===== src/sv/sle_pkg.sv =====
// types, codes and helper functions shared by the string literal converter
package sle_pkg;

  // input item
  typedef struct packed {
    logic       action;
    logic [7:0] ch;
    logic       is_final;
  } in_item_t;

  // result item
  typedef struct packed {
    logic [7:0] out_char;
    logic       run_end;
    logic       needs_hex;
    logic [1:0] error_code;
  } out_item_t;

  // classify scanner states
  typedef enum logic [2:0] {
    SC_NORMAL,
    SC_ESC,
    SC_X,
    SC_X2,
    SC_X3,
    SC_N,
    SC_SKIP,
    SC_DONE
  } scan_state_t;

  // convert decoder states
  typedef enum logic [1:0] {
    ES_IDLE,
    ES_BS,
    ES_X,
    ES_X1
  } esc_state_t;

  // what follows the leading part of a command
  typedef enum logic [1:0] {
    TAIL_NONE,
    TAIL_SINGLE,
    TAIL_REG,
    TAIL_HEX
  } tail_t;

  // command from front to back: everything one item produces
  typedef struct packed {
    logic       lead;
    logic       emit;
    logic [7:0] value;
    tail_t      tail;
    logic       hex;
    logic [1:0] err;
  } cmd_t;

  // hex digit decode result
  typedef struct packed {
    logic       ok;
    logic [3:0] val;
  } digit_t;

  // actions
  localparam logic ACT_CLASSIFY = 1'b0;
  localparam logic ACT_CONVERT  = 1'b1;

  // error codes
  localparam logic [1:0] ERR_OK      = 2'd0;
  localparam logic [1:0] ERR_UNKNOWN = 2'd1;
  localparam logic [1:0] ERR_BAD_HEX = 2'd2;
  localparam logic [1:0] ERR_TRUNC   = 2'd3;

  // character codes
  localparam logic [7:0] CH_NUL    = 8'd0;
  localparam logic [7:0] CH_TAB    = 8'd9;
  localparam logic [7:0] CH_NL     = 8'd10;
  localparam logic [7:0] CH_CR     = 8'd13;
  localparam logic [7:0] CH_SPACE  = 8'd32;
  localparam logic [7:0] CH_QUOTE  = 8'd34;
  localparam logic [7:0] CH_APOS   = 8'd39;
  localparam logic [7:0] CH_ZERO   = 8'd48;
  localparam logic [7:0] CH_TWO    = 8'd50;
  localparam logic [7:0] CH_THREE  = 8'd51;
  localparam logic [7:0] CH_COLON  = 8'd58;
  localparam logic [7:0] CH_UC_A   = 8'd65;
  localparam logic [7:0] CH_BSLASH = 8'd92;
  localparam logic [7:0] CH_LC_N   = 8'd110;
  localparam logic [7:0] CH_LC_R   = 8'd114;
  localparam logic [7:0] CH_LC_T   = 8'd116;
  localparam logic [7:0] CH_LC_X   = 8'd120;

  // nibble to upper-case hex character
  function automatic logic [7:0] hex_char(input logic [3:0] d);
    logic [7:0] r;
    if (d < 4'd10) begin
      r = CH_ZERO + {4'b0000, d};
    end else begin
      r = 8'd55 + {4'b0000, d};
    end
    return r;
  endfunction

  // hex character to nibble; digits and both letter cases
  function automatic digit_t digit_value(input logic [7:0] c);
    digit_t r;
    r.ok  = 1'b0;
    r.val = c[3:0];
    if (c >= 8'd48 && c <= 8'd57) begin
      r.ok = 1'b1;
    end else if ((c >= 8'd65 && c <= 8'd70) || (c >= 8'd97 && c <= 8'd102)) begin
      r.ok  = 1'b1;
      r.val = c[3:0] + 4'd9;
    end
    return r;
  endfunction

endpackage


===== src/sv/sle_front.sv =====
// front: accepts items, runs the scanner and decoder state, builds commands
module sle_front (
  input  logic             clk,
  input  logic             rst_n,
  input  logic             in_valid,
  output logic             in_stall,
  input  sle_pkg::in_item_t in_data,
  input  logic             q_full,
  output logic             push,
  output sle_pkg::cmd_t    cmd
);

  sle_pkg::scan_state_t scan_r, scan_nxt;
  sle_pkg::esc_state_t  esc_r, esc_nxt;
  logic       odd_r, odd_nxt;
  logic       hex_mode_r, hex_mode_nxt;
  logic [1:0] pos_r, pos_nxt;
  logic [3:0] held_r, held_nxt;
  logic       failed_r, failed_nxt;

  logic                 accept;
  sle_pkg::digit_t      dig;
  sle_pkg::scan_state_t scan_new;
  logic                 odd_new;
  logic                 trunc;
  sle_pkg::esc_state_t  esc_new;
  logic [3:0]           held_new;
  logic                 fail_now;
  logic [1:0]           fail_err;
  logic                 emit_now;
  logic [7:0]           emit_val;
  logic                 conv_active;
  logic                 lead_now;
  logic                 dec_on;
  logic [1:0]           pos_inc;

  assign accept   = in_valid && !q_full;
  assign in_stall = q_full;
  assign dig      = sle_pkg::digit_value(in_data.ch);
  assign pos_inc  = (pos_r == 2'd2) ? pos_r : pos_r + 2'd1;

  // classify scan step
  always_comb begin
    scan_new = scan_r;
    case (scan_r)
      sle_pkg::SC_ESC: begin
        if (in_data.ch == sle_pkg::CH_LC_X) begin
          scan_new = sle_pkg::SC_X;
        end else if (in_data.ch == sle_pkg::CH_LC_N) begin
          scan_new = sle_pkg::SC_N;
        end else if (in_data.ch == sle_pkg::CH_LC_T) begin
          scan_new = sle_pkg::SC_NORMAL;
        end else if (in_data.ch == sle_pkg::CH_QUOTE) begin
          scan_new = sle_pkg::SC_DONE;
        end else begin
          scan_new = sle_pkg::SC_SKIP;
        end
      end
      sle_pkg::SC_X: begin
        if (in_data.ch == sle_pkg::CH_TWO) begin
          scan_new = sle_pkg::SC_X2;
        end else if (in_data.ch == sle_pkg::CH_THREE) begin
          scan_new = sle_pkg::SC_X3;
        end else if (dig.ok && (dig.val < 4'd2 || dig.val > 4'd7)) begin
          scan_new = sle_pkg::SC_DONE;
        end else begin
          scan_new = sle_pkg::SC_NORMAL;
        end
      end
      sle_pkg::SC_X2, sle_pkg::SC_X3, sle_pkg::SC_N: begin
        if ((scan_r == sle_pkg::SC_X2 && in_data.ch == sle_pkg::CH_TWO) ||
            (scan_r == sle_pkg::SC_X3 && in_data.ch == sle_pkg::CH_UC_A) ||
            (scan_r == sle_pkg::SC_N && in_data.ch == sle_pkg::CH_COLON)) begin
          scan_new = sle_pkg::SC_DONE;
        end else if (in_data.ch == sle_pkg::CH_BSLASH) begin
          scan_new = sle_pkg::SC_ESC;
        end else begin
          scan_new = sle_pkg::SC_NORMAL;
        end
      end
      sle_pkg::SC_SKIP: begin
        scan_new = sle_pkg::SC_NORMAL;
      end
      sle_pkg::SC_DONE: begin
        scan_new = sle_pkg::SC_DONE;
      end
      default: begin
        scan_new = (in_data.ch == sle_pkg::CH_BSLASH) ? sle_pkg::SC_ESC : sle_pkg::SC_NORMAL;
      end
    endcase
    odd_new = odd_r || (scan_new == sle_pkg::SC_DONE) ||
              (pos_r == 2'd1 && in_data.ch == sle_pkg::CH_COLON);
    trunc   = (scan_new == sle_pkg::SC_ESC) || (scan_new == sle_pkg::SC_X) ||
              (scan_new == sle_pkg::SC_SKIP);
  end

  // convert escape decode step
  always_comb begin
    esc_new  = esc_r;
    held_new = held_r;
    fail_now = 1'b0;
    fail_err = sle_pkg::ERR_OK;
    emit_now = 1'b0;
    emit_val = in_data.ch;
    case (esc_r)
      sle_pkg::ES_BS: begin
        esc_new  = sle_pkg::ES_IDLE;
        emit_now = 1'b1;
        case (in_data.ch)
          sle_pkg::CH_LC_X: begin
            esc_new  = sle_pkg::ES_X;
            emit_now = 1'b0;
          end
          sle_pkg::CH_LC_N:   emit_val = sle_pkg::CH_NL;
          sle_pkg::CH_LC_T:   emit_val = sle_pkg::CH_TAB;
          sle_pkg::CH_LC_R:   emit_val = sle_pkg::CH_CR;
          sle_pkg::CH_BSLASH,
          sle_pkg::CH_APOS,
          sle_pkg::CH_QUOTE:  emit_val = in_data.ch;
          default: begin
            emit_now = 1'b0;
            fail_now = 1'b1;
            fail_err = sle_pkg::ERR_UNKNOWN;
          end
        endcase
      end
      sle_pkg::ES_X: begin
        if (dig.ok) begin
          held_new = dig.val;
          esc_new  = sle_pkg::ES_X1;
        end else begin
          esc_new  = sle_pkg::ES_IDLE;
          fail_now = 1'b1;
          fail_err = sle_pkg::ERR_BAD_HEX;
        end
      end
      sle_pkg::ES_X1: begin
        esc_new = sle_pkg::ES_IDLE;
        if (dig.ok) begin
          emit_now = 1'b1;
          emit_val = {held_r, dig.val};
        end else begin
          fail_now = 1'b1;
          fail_err = sle_pkg::ERR_BAD_HEX;
        end
      end
      default: begin
        if (in_data.ch == sle_pkg::CH_BSLASH) begin
          esc_new = sle_pkg::ES_BS;
        end else begin
          emit_now = 1'b1;
        end
      end
    endcase
    conv_active = (in_data.action == sle_pkg::ACT_CONVERT) && !failed_r;
    lead_now    = conv_active && hex_mode_r && (pos_r == 2'd0);
    dec_on      = conv_active && !lead_now;
  end

  // next state
  always_comb begin
    scan_nxt     = scan_r;
    esc_nxt      = esc_r;
    odd_nxt      = odd_r;
    hex_mode_nxt = hex_mode_r;
    pos_nxt      = pos_r;
    held_nxt     = held_r;
    failed_nxt   = failed_r;
    if (accept) begin
      if (in_data.action == sle_pkg::ACT_CLASSIFY) begin
        scan_nxt = scan_new;
        odd_nxt  = odd_new;
        if (in_data.is_final) begin
          hex_mode_nxt = odd_new;
        end
      end else if (dec_on) begin
        esc_nxt    = esc_new;
        held_nxt   = held_new;
        failed_nxt = fail_now;
      end
      if (in_data.is_final) begin
        scan_nxt   = sle_pkg::SC_NORMAL;
        esc_nxt    = sle_pkg::ES_IDLE;
        odd_nxt    = 1'b0;
        pos_nxt    = 2'd0;
        held_nxt   = 4'd0;
        failed_nxt = 1'b0;
      end else begin
        pos_nxt = pos_inc;
      end
    end
  end

  // command for the back end
  always_comb begin
    cmd       = '0;
    cmd.tail  = sle_pkg::TAIL_NONE;
    cmd.value = emit_val;
    if (in_data.action == sle_pkg::ACT_CLASSIFY) begin
      cmd.hex = odd_new;
      if (in_data.is_final) begin
        cmd.tail = sle_pkg::TAIL_SINGLE;
        cmd.err  = trunc ? sle_pkg::ERR_TRUNC : sle_pkg::ERR_OK;
      end
    end else begin
      cmd.hex  = hex_mode_r;
      cmd.lead = lead_now;
      cmd.emit = dec_on && emit_now;
      if (dec_on && fail_now) begin
        cmd.tail = sle_pkg::TAIL_SINGLE;
        cmd.err  = fail_err;
      end else if (conv_active && in_data.is_final) begin
        if ((dec_on ? esc_new : esc_r) != sle_pkg::ES_IDLE) begin
          cmd.tail = sle_pkg::TAIL_SINGLE;
          cmd.err  = sle_pkg::ERR_TRUNC;
        end else if (hex_mode_r) begin
          cmd.tail = sle_pkg::TAIL_HEX;
        end else begin
          cmd.tail = sle_pkg::TAIL_REG;
        end
      end
    end
    push = accept && (cmd.lead || cmd.emit || (cmd.tail != sle_pkg::TAIL_NONE));
  end

  // state registers
  always_ff @(posedge clk) begin
    if (!rst_n) begin
      scan_r     <= sle_pkg::SC_NORMAL;
      esc_r      <= sle_pkg::ES_IDLE;
      odd_r      <= 1'b0;
      hex_mode_r <= 1'b0;
      pos_r      <= 2'd0;
      held_r     <= 4'd0;
      failed_r   <= 1'b0;
    end else begin
      scan_r     <= scan_nxt;
      esc_r      <= esc_nxt;
      odd_r      <= odd_nxt;
      hex_mode_r <= hex_mode_nxt;
      pos_r      <= pos_nxt;
      held_r     <= held_nxt;
      failed_r   <= failed_nxt;
    end
  end

endmodule


===== src/sv/sle_queue.sv =====
// command queue between front and back
module sle_queue #(
  parameter int DEPTH = 2
) (
  input  logic          clk,
  input  logic          rst_n,
  input  logic          push,
  input  sle_pkg::cmd_t push_data,
  input  logic          pop,
  output logic          full,
  output logic          empty,
  output sle_pkg::cmd_t head
);

  localparam int PW = (DEPTH > 1) ? $clog2(DEPTH) : 1;
  localparam int CW = $clog2(DEPTH + 1);

  sle_pkg::cmd_t mem_r [DEPTH];
  logic [PW-1:0] wr_ptr_r, wr_ptr_nxt;
  logic [PW-1:0] rd_ptr_r, rd_ptr_nxt;
  logic [CW-1:0] count_r, count_nxt;

  assign full  = (count_r == CW'(DEPTH));
  assign empty = (count_r == '0);
  assign head  = mem_r[rd_ptr_r];

  // pointer and fill count update
  always_comb begin
    wr_ptr_nxt = wr_ptr_r;
    rd_ptr_nxt = rd_ptr_r;
    count_nxt  = count_r;
    if (push) begin
      wr_ptr_nxt = (wr_ptr_r == PW'(DEPTH - 1)) ? '0 : wr_ptr_r + 1'b1;
    end
    if (pop) begin
      rd_ptr_nxt = (rd_ptr_r == PW'(DEPTH - 1)) ? '0 : rd_ptr_r + 1'b1;
    end
    if (push && !pop) begin
      count_nxt = count_r + 1'b1;
    end else if (pop && !push) begin
      count_nxt = count_r - 1'b1;
    end
  end

  always_ff @(posedge clk) begin
    if (!rst_n) begin
      wr_ptr_r <= '0;
      rd_ptr_r <= '0;
      count_r  <= '0;
    end else begin
      wr_ptr_r <= wr_ptr_nxt;
      rd_ptr_r <= rd_ptr_nxt;
      count_r  <= count_nxt;
    end
  end

  // entry storage
  always_ff @(posedge clk) begin
    if (push) begin
      mem_r[wr_ptr_r] <= push_data;
    end
  end

endmodule


===== src/sv/sle_back.sv =====
// back: expands each command into result items, one per cycle unless out_stall holds the output
module sle_back (
  input  logic               clk,
  input  logic               rst_n,
  input  logic               q_empty,
  input  sle_pkg::cmd_t      head,
  output logic               q_pop,
  output logic               out_valid,
  input  logic               out_stall,
  output sle_pkg::out_item_t out_data
);

  logic [2:0]         step_r, step_nxt;
  logic               out_valid_r, out_valid_nxt;
  sle_pkg::out_item_t out_data_r;

  logic               load;
  logic               fire;
  logic [1:0]         n_first;
  logic [2:0]         n_tail;
  logic [3:0]         total;
  logic               last;
  logic               in_tail;
  logic [2:0]         t_idx;
  sle_pkg::out_item_t res;

  assign load = !out_valid_r || !out_stall;
  assign fire = !q_empty && load;

  // segment lengths of the current command
  always_comb begin
    if (head.lead) begin
      n_first = 2'd1;
    end else if (head.emit) begin
      n_first = head.hex ? 2'd3 : 2'd1;
    end else begin
      n_first = 2'd0;
    end
    case (head.tail)
      sle_pkg::TAIL_SINGLE: n_tail = 3'd1;
      sle_pkg::TAIL_REG:    n_tail = 3'd2;
      sle_pkg::TAIL_HEX:    n_tail = 3'd5;
      default:              n_tail = 3'd0;
    endcase
    total   = {2'b00, n_first} + {1'b0, n_tail};
    last    = ({1'b0, step_r} == total - 4'd1);
    in_tail = ({1'b0, step_r} >= {2'b00, n_first});
    t_idx   = step_r - {1'b0, n_first};
  end

  // result item for the current step
  always_comb begin
    res.out_char   = sle_pkg::CH_NUL;
    res.run_end    = in_tail && last;
    res.needs_hex  = head.hex;
    res.error_code = sle_pkg::ERR_OK;
    if (!in_tail) begin
      if (head.lead) begin
        res.out_char = sle_pkg::CH_APOS;
      end else if (!head.hex) begin
        res.out_char = head.value;
      end else begin
        case (step_r[1:0])
          2'd0:    res.out_char = sle_pkg::CH_SPACE;
          2'd1:    res.out_char = sle_pkg::hex_char(head.value[7:4]);
          default: res.out_char = sle_pkg::hex_char(head.value[3:0]);
        endcase
      end
    end else begin
      case (head.tail)
        sle_pkg::TAIL_SINGLE: begin
          res.error_code = head.err;
        end
        sle_pkg::TAIL_REG: begin
          res.out_char = (t_idx == 3'd0) ? sle_pkg::CH_QUOTE : sle_pkg::CH_NL;
        end
        sle_pkg::TAIL_HEX: begin
          case (t_idx)
            3'd0:    res.out_char = sle_pkg::CH_SPACE;
            3'd1:    res.out_char = sle_pkg::CH_ZERO;
            3'd2:    res.out_char = sle_pkg::CH_ZERO;
            3'd3:    res.out_char = sle_pkg::CH_APOS;
            default: res.out_char = sle_pkg::CH_NL;
          endcase
        end
        default: begin
          res.out_char = sle_pkg::CH_NUL;
        end
      endcase
    end
  end

  // step counter and output valid
  always_comb begin
    step_nxt      = step_r;
    out_valid_nxt = out_valid_r;
    q_pop         = fire && last;
    if (fire) begin
      out_valid_nxt = 1'b1;
      step_nxt      = last ? 3'd0 : step_r + 3'd1;
    end else if (load) begin
      out_valid_nxt = 1'b0;
    end
  end

  always_ff @(posedge clk) begin
    if (!rst_n) begin
      step_r      <= 3'd0;
      out_valid_r <= 1'b0;
    end else begin
      step_r      <= step_nxt;
      out_valid_r <= out_valid_nxt;
    end
  end

  // output payload register
  always_ff @(posedge clk) begin
    if (fire) begin
      out_data_r <= res;
    end
  end

  assign out_valid = out_valid_r;
  assign out_data  = out_data_r;

endmodule


===== src/sv/string_literal_escape_converter.sv =====
// top level of the string literal escape converter
//
//   channel | direction | handshake            | payload
//   in      | input     | in_valid / in_stall   | in_data  (action, ch, is_final)
//   out     | output    | out_valid / out_stall | out_data (out_char, run_end,
//           |           |                       |           needs_hex, error_code)
//
// the front takes one item per cycle while the command queue has room.
// the back sends one result item per cycle unless out_stall holds it: a regular byte gives one
// result item, a hex-mode byte three, and a final byte up to eight (hex byte plus trailer).
// a result passes through the command queue and then the output register before it is offered.
// rst_n is synchronous, active low, and clears all pass state and hex_mode.
// out_stall holds the output register; once the queue fills, in_stall rises.
module string_literal_escape_converter #(
  parameter int QUEUE_DEPTH = 2
) (
  input  logic               clk,
  input  logic               rst_n,
  input  logic               in_valid,
  output logic               in_stall,
  input  sle_pkg::in_item_t  in_data,
  output logic               out_valid,
  input  logic               out_stall,
  output sle_pkg::out_item_t out_data
);

  logic          q_push;
  logic          q_pop;
  logic          q_full;
  logic          q_empty;
  sle_pkg::cmd_t q_in;
  sle_pkg::cmd_t q_head;

  // item intake and classification
  sle_front u_front (
    .clk      (clk),
    .rst_n    (rst_n),
    .in_valid (in_valid),
    .in_stall (in_stall),
    .in_data  (in_data),
    .q_full   (q_full),
    .push     (q_push),
    .cmd      (q_in)
  );

  // decoupling queue
  sle_queue #(
    .DEPTH (QUEUE_DEPTH)
  ) u_queue (
    .clk       (clk),
    .rst_n     (rst_n),
    .push      (q_push),
    .push_data (q_in),
    .pop       (q_pop),
    .full      (q_full),
    .empty     (q_empty),
    .head      (q_head)
  );

  // result expansion
  sle_back u_back (
    .clk       (clk),
    .rst_n     (rst_n),
    .q_empty   (q_empty),
    .head      (q_head),
    .q_pop     (q_pop),
    .out_valid (out_valid),
    .out_stall (out_stall),
    .out_data  (out_data)
  );

endmodule


===== config.mk =====
export PLATFORM = sky130hd
export DESIGN_NAME = string_literal_escape_converter
export DESIGN_NICKNAME = d
export VERILOG_FILES = /design/src/sv/sle_pkg.sv /design/src/sv/sle_front.sv /design/src/sv/sle_queue.sv /design/src/sv/sle_back.sv /design/src/sv/string_literal_escape_converter.sv
export SDC_FILE = /design/constraint.sdc
export NUM_CORES = 1
export LEC_CHECK = 0
export ABC_AREA = 1
export BUFFER_PORTS_ARGS = -buffer_cell sky130_fd_sc_hd__buf_2
export CORE_MARGIN = 1.5
export CORE_UTILIZATION = 63
export CTS_BUF_LIST = sky130_fd_sc_hd__clkbuf_8
export DETAILED_ROUTE_END_ITERATION = 10
export PLACE_DENSITY_LB_ADDON = 0.25
export SYNTH_ARGS = -nofsm -noshare
export SYNTH_HDL_FRONTEND = slang
export SYNTH_HIERARCHICAL = 1
export SYNTH_SLANG_ARGS = --single-unit

===== constraint.sdc =====
create_clock -name clk -period 4.6 [get_ports clk]
set_input_delay 0.23 -clock clk [delete_from_list [all_inputs] [get_ports clk]]
set_output_delay 0.23 -clock clk [all_outputs]
set_load 0.05 [all_outputs]

---- Word level (Yosys, flattened, before mapping) ----
Memories as Yosys holds them, arrays and structs flattened. A register that Yosys moved wholly into a read port is not among the register bits.
Index checks and enable logic that the tools add are counted.
storage, ports and cells
  output and inout port bits .............. 14
  bits in registers ....................... 34
  memories kept ........................... 1
  ROM bits ................................ 0
  bits in writable memories ............... 30
  word-level logic and storage cells ...... 229
  latch bits .............................. 0
operators by class
  shift operators ......................... 0
  reduce and logical (&&, ||, !) cells .... 65
  add/subtract/negate cells ............... 14
  eq/ne operators ......................... 38
  bitwise gates (word level) .............. 1
  muxes and demuxes ....................... 83
  order comparisons ....................... 11
  div/mod/pow operators ................... 0
  multipliers ............................. 0
memories
  memory         depth  width  read ports  clocked after memory_dff  wr ports  line             text
  u_queue.mem_r  2      15     1           1                         1         sle_queue.sv:18  sle_pkg::cmd_t mem_r [DEPTH];
operators by type and width
  cell                   number
  $eq A8 B7 Y1 const B   6
  $mux W8                6
  $pmux W8 S2            3
  $mux W2                23
  $eq A8 B6 Y1 const B   5
  $mux W3                10
  $add A6 B4 Y7 const A  4
  $mux W1                24
  $mux W4                6
  $pmux W8 S3            1
  $logic_and A1 B1 Y1    22
  $eq A3 B3 Y1 const B   6
  $pmux W6 S3            1
  $ge A8 B7 Y1 const B   2
  $le A8 B7 Y1 const B   2
  $reduce_bool A2 Y1     8
  $eq A3 B2 Y1 const B   5
  $pmux W3 S5            1
  $eq A2 B2 Y1 const B   6
  $logic_or A1 B1 Y1     11
  $mux W5                2
  $eq A3 B1 Y1 const B   3
  $pmux W3 S3            1
  $eq A2 B1 Y1 const B   4
  32 further kinds       50

---- Logic depth before layout (Yosys ltp) ----
Gate-level depths: netlist (run 1).
  depth after elaboration ................. 25
  depth in mapped cells ................... 24

---- Modules after synthesis ----
Netlist (run 1), hierarchy kept.
by module, submodules not included
  module     area each (sq um)  seq. area each (sq um)  times used  cells an instance
  sle_front  1615.3             280.3                   1           271
  sle_queue  1366.3             1001.0                  1           82
  sle_back   1352.5             440.4                   1           184

---- Worst setup path before layout (run 1) ----
OpenSTA, ideal clock, no wires.
  path kind ............................... reg-to-reg
  start ................................... reg with a tool-made name
  end ..................................... reg u_queue.count_r[1]
  stages on the path, launching flop included .. 21
  data arrival time ....................... 3.160 ns
  library setup time ...................... 0.064 ns
  clock period less this slack ............ 3.223 ns
  path slack .............................. 1.377 ns
  buffers on the path ..................... 3
  path through ............................ dfxtp_1 buf_6 buf_12 mux2_4 buf_2 nand3_1 ha_1 inv_1 ha_1 inv_1 fa_1 xor2_1 nand4_1 nor2_1 inv_1 ha_1 inv_1 nand3_1 nand2_1 inv_1 nor2_1
RTL lines
  what                  line             text
  end signal, assigned  sle_queue.sv:53  count_r <= count_nxt;
  end, declared         sle_queue.sv:21  logic [CW-1:0] count_r, count_nxt;

==> results.sh, run 1 <==
export IMPL_peakVddDrop_uv=219.7
export IMPL_dieHeight_um=85.95
export IMPL_r2r_slack_ns=1.07
export IMPL_clk_latency_ns=0.34
export IMPL_p_seq_frac=0.339
export IMPL_clockRootBuffer="clkbuf_8"
export IMPL_async_reset_ff_frac=0
export IMPL_grt_overflow=0
export IMPL_grt_pass1_vias=3399
export IMPL_p_total_mw=2.365
export IMPL_rsz0062_at_grt="no"
export IMPL_ys_seq_elements=65
export IMPL_final_instance_count_excl_fill=654
export IMPL_dp_hpwl_um=6586
export IMPL_required_ns=4.89
export IMPL_max_freq_mhz=283.7
export IMPL_p_clk_frac=0.199
export IMPL_synth_cell_types=48
export IMPL_wl_um=8517
export IMPL_drt_iter0_markers=183
export IMPL_post_drt_wl_per_cell_um=13.02
export IMPL_io_pins=28
export IMPL_post_route_period_util=0.7664
export IMPL_synth_edff_count=42
export IMPL_cts_buffer_depth=2
export IMPL_cts_max_level=3
export IMPL_power_switching_mw=1.022
export IMPL_p_int_mw=1.343
export IMPL_dr_total_vias=3586
export IMPL_antenna_found_initial=0
export IMPL_period_needed_ns=3.525
export IMPL_cts_sinks=65
export IMPL_core_mm2=0.006719
export IMPL_grt_pass1_wl_um=14250
export IMPL_grtUsageTotal=0.2435
export IMPL_num_rows=30
export IMPL_clk_pin_slew_ns=0.08
export IMPL_tightest_slew_ns=0.7304
export IMPL_area_growth_pct=8.747
export IMPL_ant_nets=0
export IMPL_dp_cells=638
export IMPL_dp_slack_ns=1.089
export IMPL_p_per_area_mw_per_mm2=501.8
export IMPL_holdPathStages=3
export IMPL_synth_top_area_frac=0.2910
export IMPL_slew_headroom=0.5125
export IMPL_fin_ws_ns=1.075
export IMPL_first_pass_iters=4
export IMPL_synth_top_area_cell="edfxtp_1"
export IMPL_cap_violations=0
export IMPL_synth_ff_type="edfxtp_1"
export IMPL_reg2reg_to="u_queue/count_r[1]$_SDFFE_PN0P_"
export IMPL_critPathCaptureType="flip-flop"
export IMPL_slew_violations=0
export IMPL_avgSynthCellArea_um2=8.071
export IMPL_synthCells=537
export IMPL_swShare=0.4321
export IMPL_hold_buffers=0
export IMPL_comb_power_share=0.461
export IMPL_post_cts_resized=0
export IMPL_syn_cell_area_mm2=0.004334
export IMPL_diodes=0
export IMPL_yosysWarningCount=6
export IMPL_cts_setup_buffers=0
export IMPL_fp_dieArea_mm2=0.007387
export IMPL_postLayoutCellArea_mm2=0.004713
export IMPL_setup_viol=0
export IMPL_netlist_top_cells_area="edfxtp_1 (29%), dfxtp_1 (11%), nand2_1 (10%)"
export IMPL_min_path_type="primary input to flip-flop"
export IMPL_drc=0
export IMPL_startpoint_type="flip-flop"
export IMPL_timing_hold_violations_final=0
export IMPL_final_common_cell="nand2_1"
export IMPL_portBuffers=27
export IMPL_tritoncts="yes"
export IMPL_ys_seq_area_frac=0.3972
export IMPL_path_max_fanout=15
export IMPL_setup_tns_ns=0
export IMPL_synth_nets=573
export IMPL_start_util=0.6451
export IMPL_status="finished, final reports clean"
export IMPL_worstSetupPathType="flip-flop to flip-flop"
export IMPL_cts_buffers=9
export IMPL_arrival_ns=3.81
export IMPL_gp_congestion=0.9053
export IMPL_placed_area_mm2=0.004518
export IMPL_p_leak_nw=2.132
export IMPL_critPathCapture="u_queue/count_r[1]$_SDFFE_PN0P_"
export IMPL_drive_above_1_share=0.1760
export IMPL_die_w_um=85.95
export IMPL_final_nets=605
export IMPL_rr_worst_depth=19
export IMPL_fin_worst_skew_ns=0.009118
export IMPL_vias_per_cell=5.483
export IMPL_mostFrequentLayoutCells="nand2_1 (121), inv_1 (82), nor2_1 (49)"
export IMPL_grt_max_degree=16
-- worst min path at each step --
stage                                         from                             end
floorplan                                    rst_n  u_front/scan_r[0]$_SDFFE_PN0P_
global placement    u_front/held_r[3]$_SDFFE_PN0P_  u_front/held_r[3]$_SDFFE_PN0P_
detailed placement  u_front/held_r[2]$_SDFFE_PN0P_  u_front/held_r[2]$_SDFFE_PN0P_
CTS                                      out_stall   u_back/out_valid$_SDFFE_PN0P_
global route                             out_stall   u_back/out_valid$_SDFFE_PN0P_
finish                                   out_stall   u_back/out_valid$_SDFFE_PN0P_
-- power by group through the flow --
stage	registers (mW)	clock network, mW	logic, mW
global placement	0.813	0	1.05
finish	0.803	0.471	1.09
detailed placement	0.816	0	1.07
CTS	0.804	0.480	1.08
floorplan	0.992	0	0.702
global route	0.812	0.505	1.21
-- cell usage after synthesis, types with 2 or more instances --
library cell	number
nand2_1	121
inv_1	82
nor2_1	49
edfxtp_1	42
nand3_1	35
a21oi_1	28
dfxtp_1	23
ha_1	19
o21ai_0	16
nor3_1	14
mux2_4	10
inv_2	9
nand4_1	9
nor2_4	6
xor2_1	6
mux2_2	5
nand2_2	5
o21ai_1	5
a21oi_2	4
a31oi_1	3
clkbuf_1	3
fa_1	3
nand3_2	3
nor2_2	3
o21ai_2	3
o221ai_1	3
buf_6	2
nand2_4	2
nand3b_1	2
nor3_2	2
o2111ai_1	2
xnor2_1	2
-- sequential cells by signal (all words and copies together), names as in the netlist, 2 cells and up, named ones only --
register / flops
u_queue/mem_r: 30
u_front/pos_r: 2
u_queue/count_r: 2
u_front/esc_r: 2
u_front/held_r: 4
u_front/scan_r: 3
u_back/step_r: 3
u_back/out_data: 12
-- kinds of logic (layout without fill, tap and decap cells) --
kind of cell / Yosys count / count (layout) / share of synthesized area
adders and majority gates: 22 / 22 / 0.06871
buffers and inverters: 101 / 138 / 0.09613
AOI/OAI and AO/OA: 72 / 72 / 0.1008
muxes: 15 / 15 / 0.04763
DFF: 65 / 65 / 0.3972
and+or+nand+nor: 254 / 254 / 0.2734
xor gates and xnor gates: 8 / 8 / 0.01617
-- cell type report --
cell class / instances / area [um^2]
flip-flops and latches: 65 / 1722
clock buffers: 9 / 123.9
fillers: 550 / 2006
repair buffers: 29 / 150.1
inverters: 93 / 350.3
multi-input cells: 371 / 2196
clock inverters: 7 / 71.32
well taps: 80 / 100.1
-- metal layers --
layer | GRT usage | up-vias | part of all wire
met5 | 0 | - | 0
met3 | 0.04524 | 17 | 0.039
met4 | 0.1144 | 0 | 0.025
li1 | - | 1840 | -
met1 | 0.2803 | 1617 | 0.43
met2 | 0.4366 | 112 | 0.50
-- worst max-delay path: stages, from the launching register on --
cell     delay [ns]
dfxtp_1        0.31
buf_4          0.25
mux2_2         0.43
inv_1          0.07
nand3_1        0.12
ha_1           0.33
inv_1          0.06
ha_1           0.13
inv_1          0.04
fa_1           0.49
xor2_1         0.15
nand4_1        0.18
nor2_1         0.20
inv_1          0.07
ha_1           0.30
inv_1          0.08
nand3_1        0.08
nand2_1        0.06
inv_1          0.04
nor2_1         0.08
-- through the flow --
stage                       util  hold slack [ns]
after floorplan                -           0.3475
after global placement    0.6724           0.4523
after detailed placement  0.6724           0.4608
after CTS                 0.7015           0.1704
after global routing      0.7015           0.2006
final                     0.7015           0.1836
Note: power is estimated with default switching activity, not from simulation.
==> inputs of run 2 (changes only) <==
--- a/config.mk
+++ b/config.mk
@@ -5,7 +5,7 @@
 export SDC_FILE = /design/constraint.sdc
 export NUM_CORES = 1
 export LEC_CHECK = 0
-export ABC_AREA = 1
+export ABC_AREA = 0
 export BUFFER_PORTS_ARGS = -buffer_cell sky130_fd_sc_hd__buf_2
 export CORE_MARGIN = 1.5
 export CORE_UTILIZATION = 63
==> constraint.sdc (replaced) <==
create_clock -name clk -period 3.3 [get_ports clk]
set_input_delay 0.165 -clock clk [delete_from_list [all_inputs] [get_ports clk]]
set_output_delay 0.165 -clock clk [all_outputs]
set_load 0.05 [all_outputs]
==> results.sh, run 2 <==
export IMPL_status="finished, violations left"
export IMPL_failed_checks="setup timing"
export IMPL_worstSetupPathType="flip-flop to flip-flop"
export IMPL_avgSynthCellArea_um2=9.522
export IMPL_postLayoutCellArea_mm2=0.005109
export IMPL_fin_ws_ns=-0.06309
export IMPL_cts_buffer_depth=2
export IMPL_synth_edff_count=42
export IMPL_path_max_fanout=5
export IMPL_mostFrequentLayoutCells="nand2_1 (42), edfxtp_1 (42), buf_2 (27), inv_1 (27), buf_4 (26)"
export IMPL_post_route_period_util=1.019
export IMPL_p_per_area_mw_per_mm2=694.8
export IMPL_crit_buf_inv=3
export IMPL_grt_pass1_vias=3460
export IMPL_yosysWarningCount=6
export IMPL_dieHeight_um=86.74
export IMPL_critPathCaptureType="flip-flop"
export IMPL_gp_congestion=0.9231
export IMPL_core_mm2=0.006794
export IMPL_synthCells=464
export IMPL_largest_reg_flops=30
export IMPL_peakVddDrop_uv=603.2
export IMPL_clockRootBuffer="clkbuf_8"
export IMPL_synth_top_area_cell="edfxtp_1"
export IMPL_hold_buffers=0
export IMPL_start_util=0.6503
export IMPL_largest_register="u_queue/mem_r"
export IMPL_drt_iter0_markers=306
export IMPL_final_instance_count_excl_fill=605
export IMPL_setup_viol=1
export IMPL_portBuffers=27
export IMPL_ant_nets=0
export IMPL_placed_area_mm2=0.004773
export IMPL_period_needed_ns=3.363
export IMPL_required_ns=3.58
export IMPL_slowest_delay_ns=0.43
export IMPL_final_nets=540
export IMPL_netlist_top_cells_area="edfxtp_1 (29%), dfxtp_1 (10%), ha_1 (5.4%)"
export IMPL_max_freq_mhz=297.3
export IMPL_synth_ff_type="edfxtp_1"
export IMPL_ys_seq_elements=65
export IMPL_dp_cells=587
export IMPL_diodes=0
export IMPL_synth_common_cells="nand2_1 (44), edfxtp_1 (42), inv_1 (31), dfxtp_1 (23), nor2_1 (21)"
export IMPL_fp_dieArea_mm2=0.007524
export IMPL_slew_violations=0
export IMPL_syn_cell_area_mm2=0.004418
export IMPL_startpoint_type="flip-flop"
export IMPL_cp_top_family="adder cells"
export IMPL_synth_nets=500
export IMPL_cts_max_level=3
export IMPL_cts_sinks=65
export IMPL_p_leak_nw=2.013
export IMPL_setup_tns_ns=-0.06309
export IMPL_yosysMostFrequentCell="nand2_1"
export IMPL_fin_worst_skew_ns=0.01112
export IMPL_num_rows=30
export IMPL_dp_slack_ns=-0.1555
export IMPL_crit_chain="mux2_4, or2_4, ha_4, inv_2, ha_4, inv_2, fa_1, xor2_1, o2111ai_2, nor2_2, inv_2, ha_4, xor2_2, or3_1, a21boi_1"
export IMPL_grtUsageTotal=0.2861
export IMPL_drive_above_1_share=0.2200
export IMPL_grt_max_degree=22
export IMPL_grt_pass1_wl_um=16590
export IMPL_ys_seq_area_frac=0.3897
export IMPL_dp_hpwl_um=7394
export IMPL_first_pass_iters=5
export IMPL_synth_top_area_frac=0.2855
export IMPL_io_pins=28
export IMPL_async_reset_ff_frac=0
export IMPL_critPathSlowestCell="fa_1"
export IMPL_grt_overflow=0
export IMPL_antenna_found_initial=0
export IMPL_min_path_type="primary input to flip-flop"
export IMPL_dr_total_vias=3835
export IMPL_timing_hold_violations_final=0
export IMPL_cap_violations=0
export IMPL_die_w_um=86.74
export IMPL_clk_pin_slew_ns=0.08
export IMPL_area_growth_pct=15.63
export IMPL_clk_latency_ns=0.35
export IMPL_fin_hold_ws_ns=0.1022
export IMPL_post_drt_wl_per_cell_um=17.44
export IMPL_synth_cell_types=79
export IMPL_rsz0062_at_grt="yes"
export IMPL_cts_buffers=9
export IMPL_arrival_ns=3.65
export IMPL_drc=0
export IMPL_tritoncts="yes"
export IMPL_tightest_slew_ns=0.6971
export IMPL_slew_headroom=0.5352
export IMPL_vias_per_cell=6.339
export IMPL_wl_um=10550
[run 2: through the flow]
stage,total power [mW],util
after global placement,2.526,0.7026
final,3.550,0.7519
after CTS,3.515,0.7495
after detailed placement,2.573,0.7026
after global routing,3.726,0.7519
after floorplan,2.237,-
[run 2: final timing paths]
| check | cells after the start | slack (ns) | endpoint | start |
|---|---|---|---|---|
| setup / recovery | 15 | -0.06 | u_queue/count_r[1]$_SDFFE_PN0P_ | flip-flop |
| hold reg to reg | 2 | 0.46 | u_front/held_r[1]$_SDFFE_PN0P_ | u_front/held_r[1]$_SDFFE_PN0P_ |
| hold / removal | 3 | 0.10 | u_back/out_valid$_SDFFE_PN0P_ | out_stall |
| setup reg to reg | 15 | -0.06 | u_queue/count_r[1]$_SDFFE_PN0P_ | flip-flop |
[run 2: kinds of logic after synthesis]
| logic type | Yosys count | share of synthesized area |
|---|---|---|
| fa+ha+maj | 22 | 0.06740 |
| simple gates | 164 | 0.2090 |
| xor+xnor | 12 | 0.02379 |
| compound gates | 125 | 0.2070 |
| flops | 65 | 0.3897 |
| buf+inv | 56 | 0.05324 |
| mux | 20 | 0.04984 |
[run 2: layer usage]
layer	share of wire	routed length [um]	track usage	vias up
met5	0	0	0	-
met4	0.028	293	0.09384	0
met3	0.071	751	0.07048	35
met2	0.49	5140	0.4801	189
met1	0.41	4363	0.3627	1806
li1	-	-	-	1805
[run 2: layout make-up]
cell class / count / area [um^2]
Multi-Input combinational cell: 343 / 2540
Timing Repair Buffer: 54 / 341.6
Tap cell: 96 / 120.1
Clock inverter: 7 / 141.4
Clock buffer: 9 / 123.9
Fill cell: 477 / 1685
Inverter: 31 / 116.4
Sequential cell: 65 / 1725
[run 2: power breakdown]
| group | switching (mW) | internal (mW) | leakage [nW] |
|---|---|---|---|
| combinational | 0.991 | 0.543 | 1.30 |
| clock | 0.313 | 0.579 | 0.131 |
| sequential | 0.0647 | 1.06 | 0.581 |
[run 2: worst reg2reg max path, cell delays in order, from the launching register on]
cell,delay (ns)
dfxtp_4,0.40
mux2_4,0.32
or2_4,0.27
ha_4,0.27
inv_2,0.04
ha_4,0.14
inv_2,0.05
fa_1,0.43
xor2_1,0.21
o2111ai_2,0.16
nor2_2,0.20
inv_2,0.07
ha_4,0.16
xor2_2,0.15
or3_1,0.31
a21boi_1,0.12
[run 2: repair_timing]
item,4_1_cts,5_1_grt
endpoints found under the setup margin,2,2
pin swaps,8,5
resized for setup,13,5
setup buffers,2,0
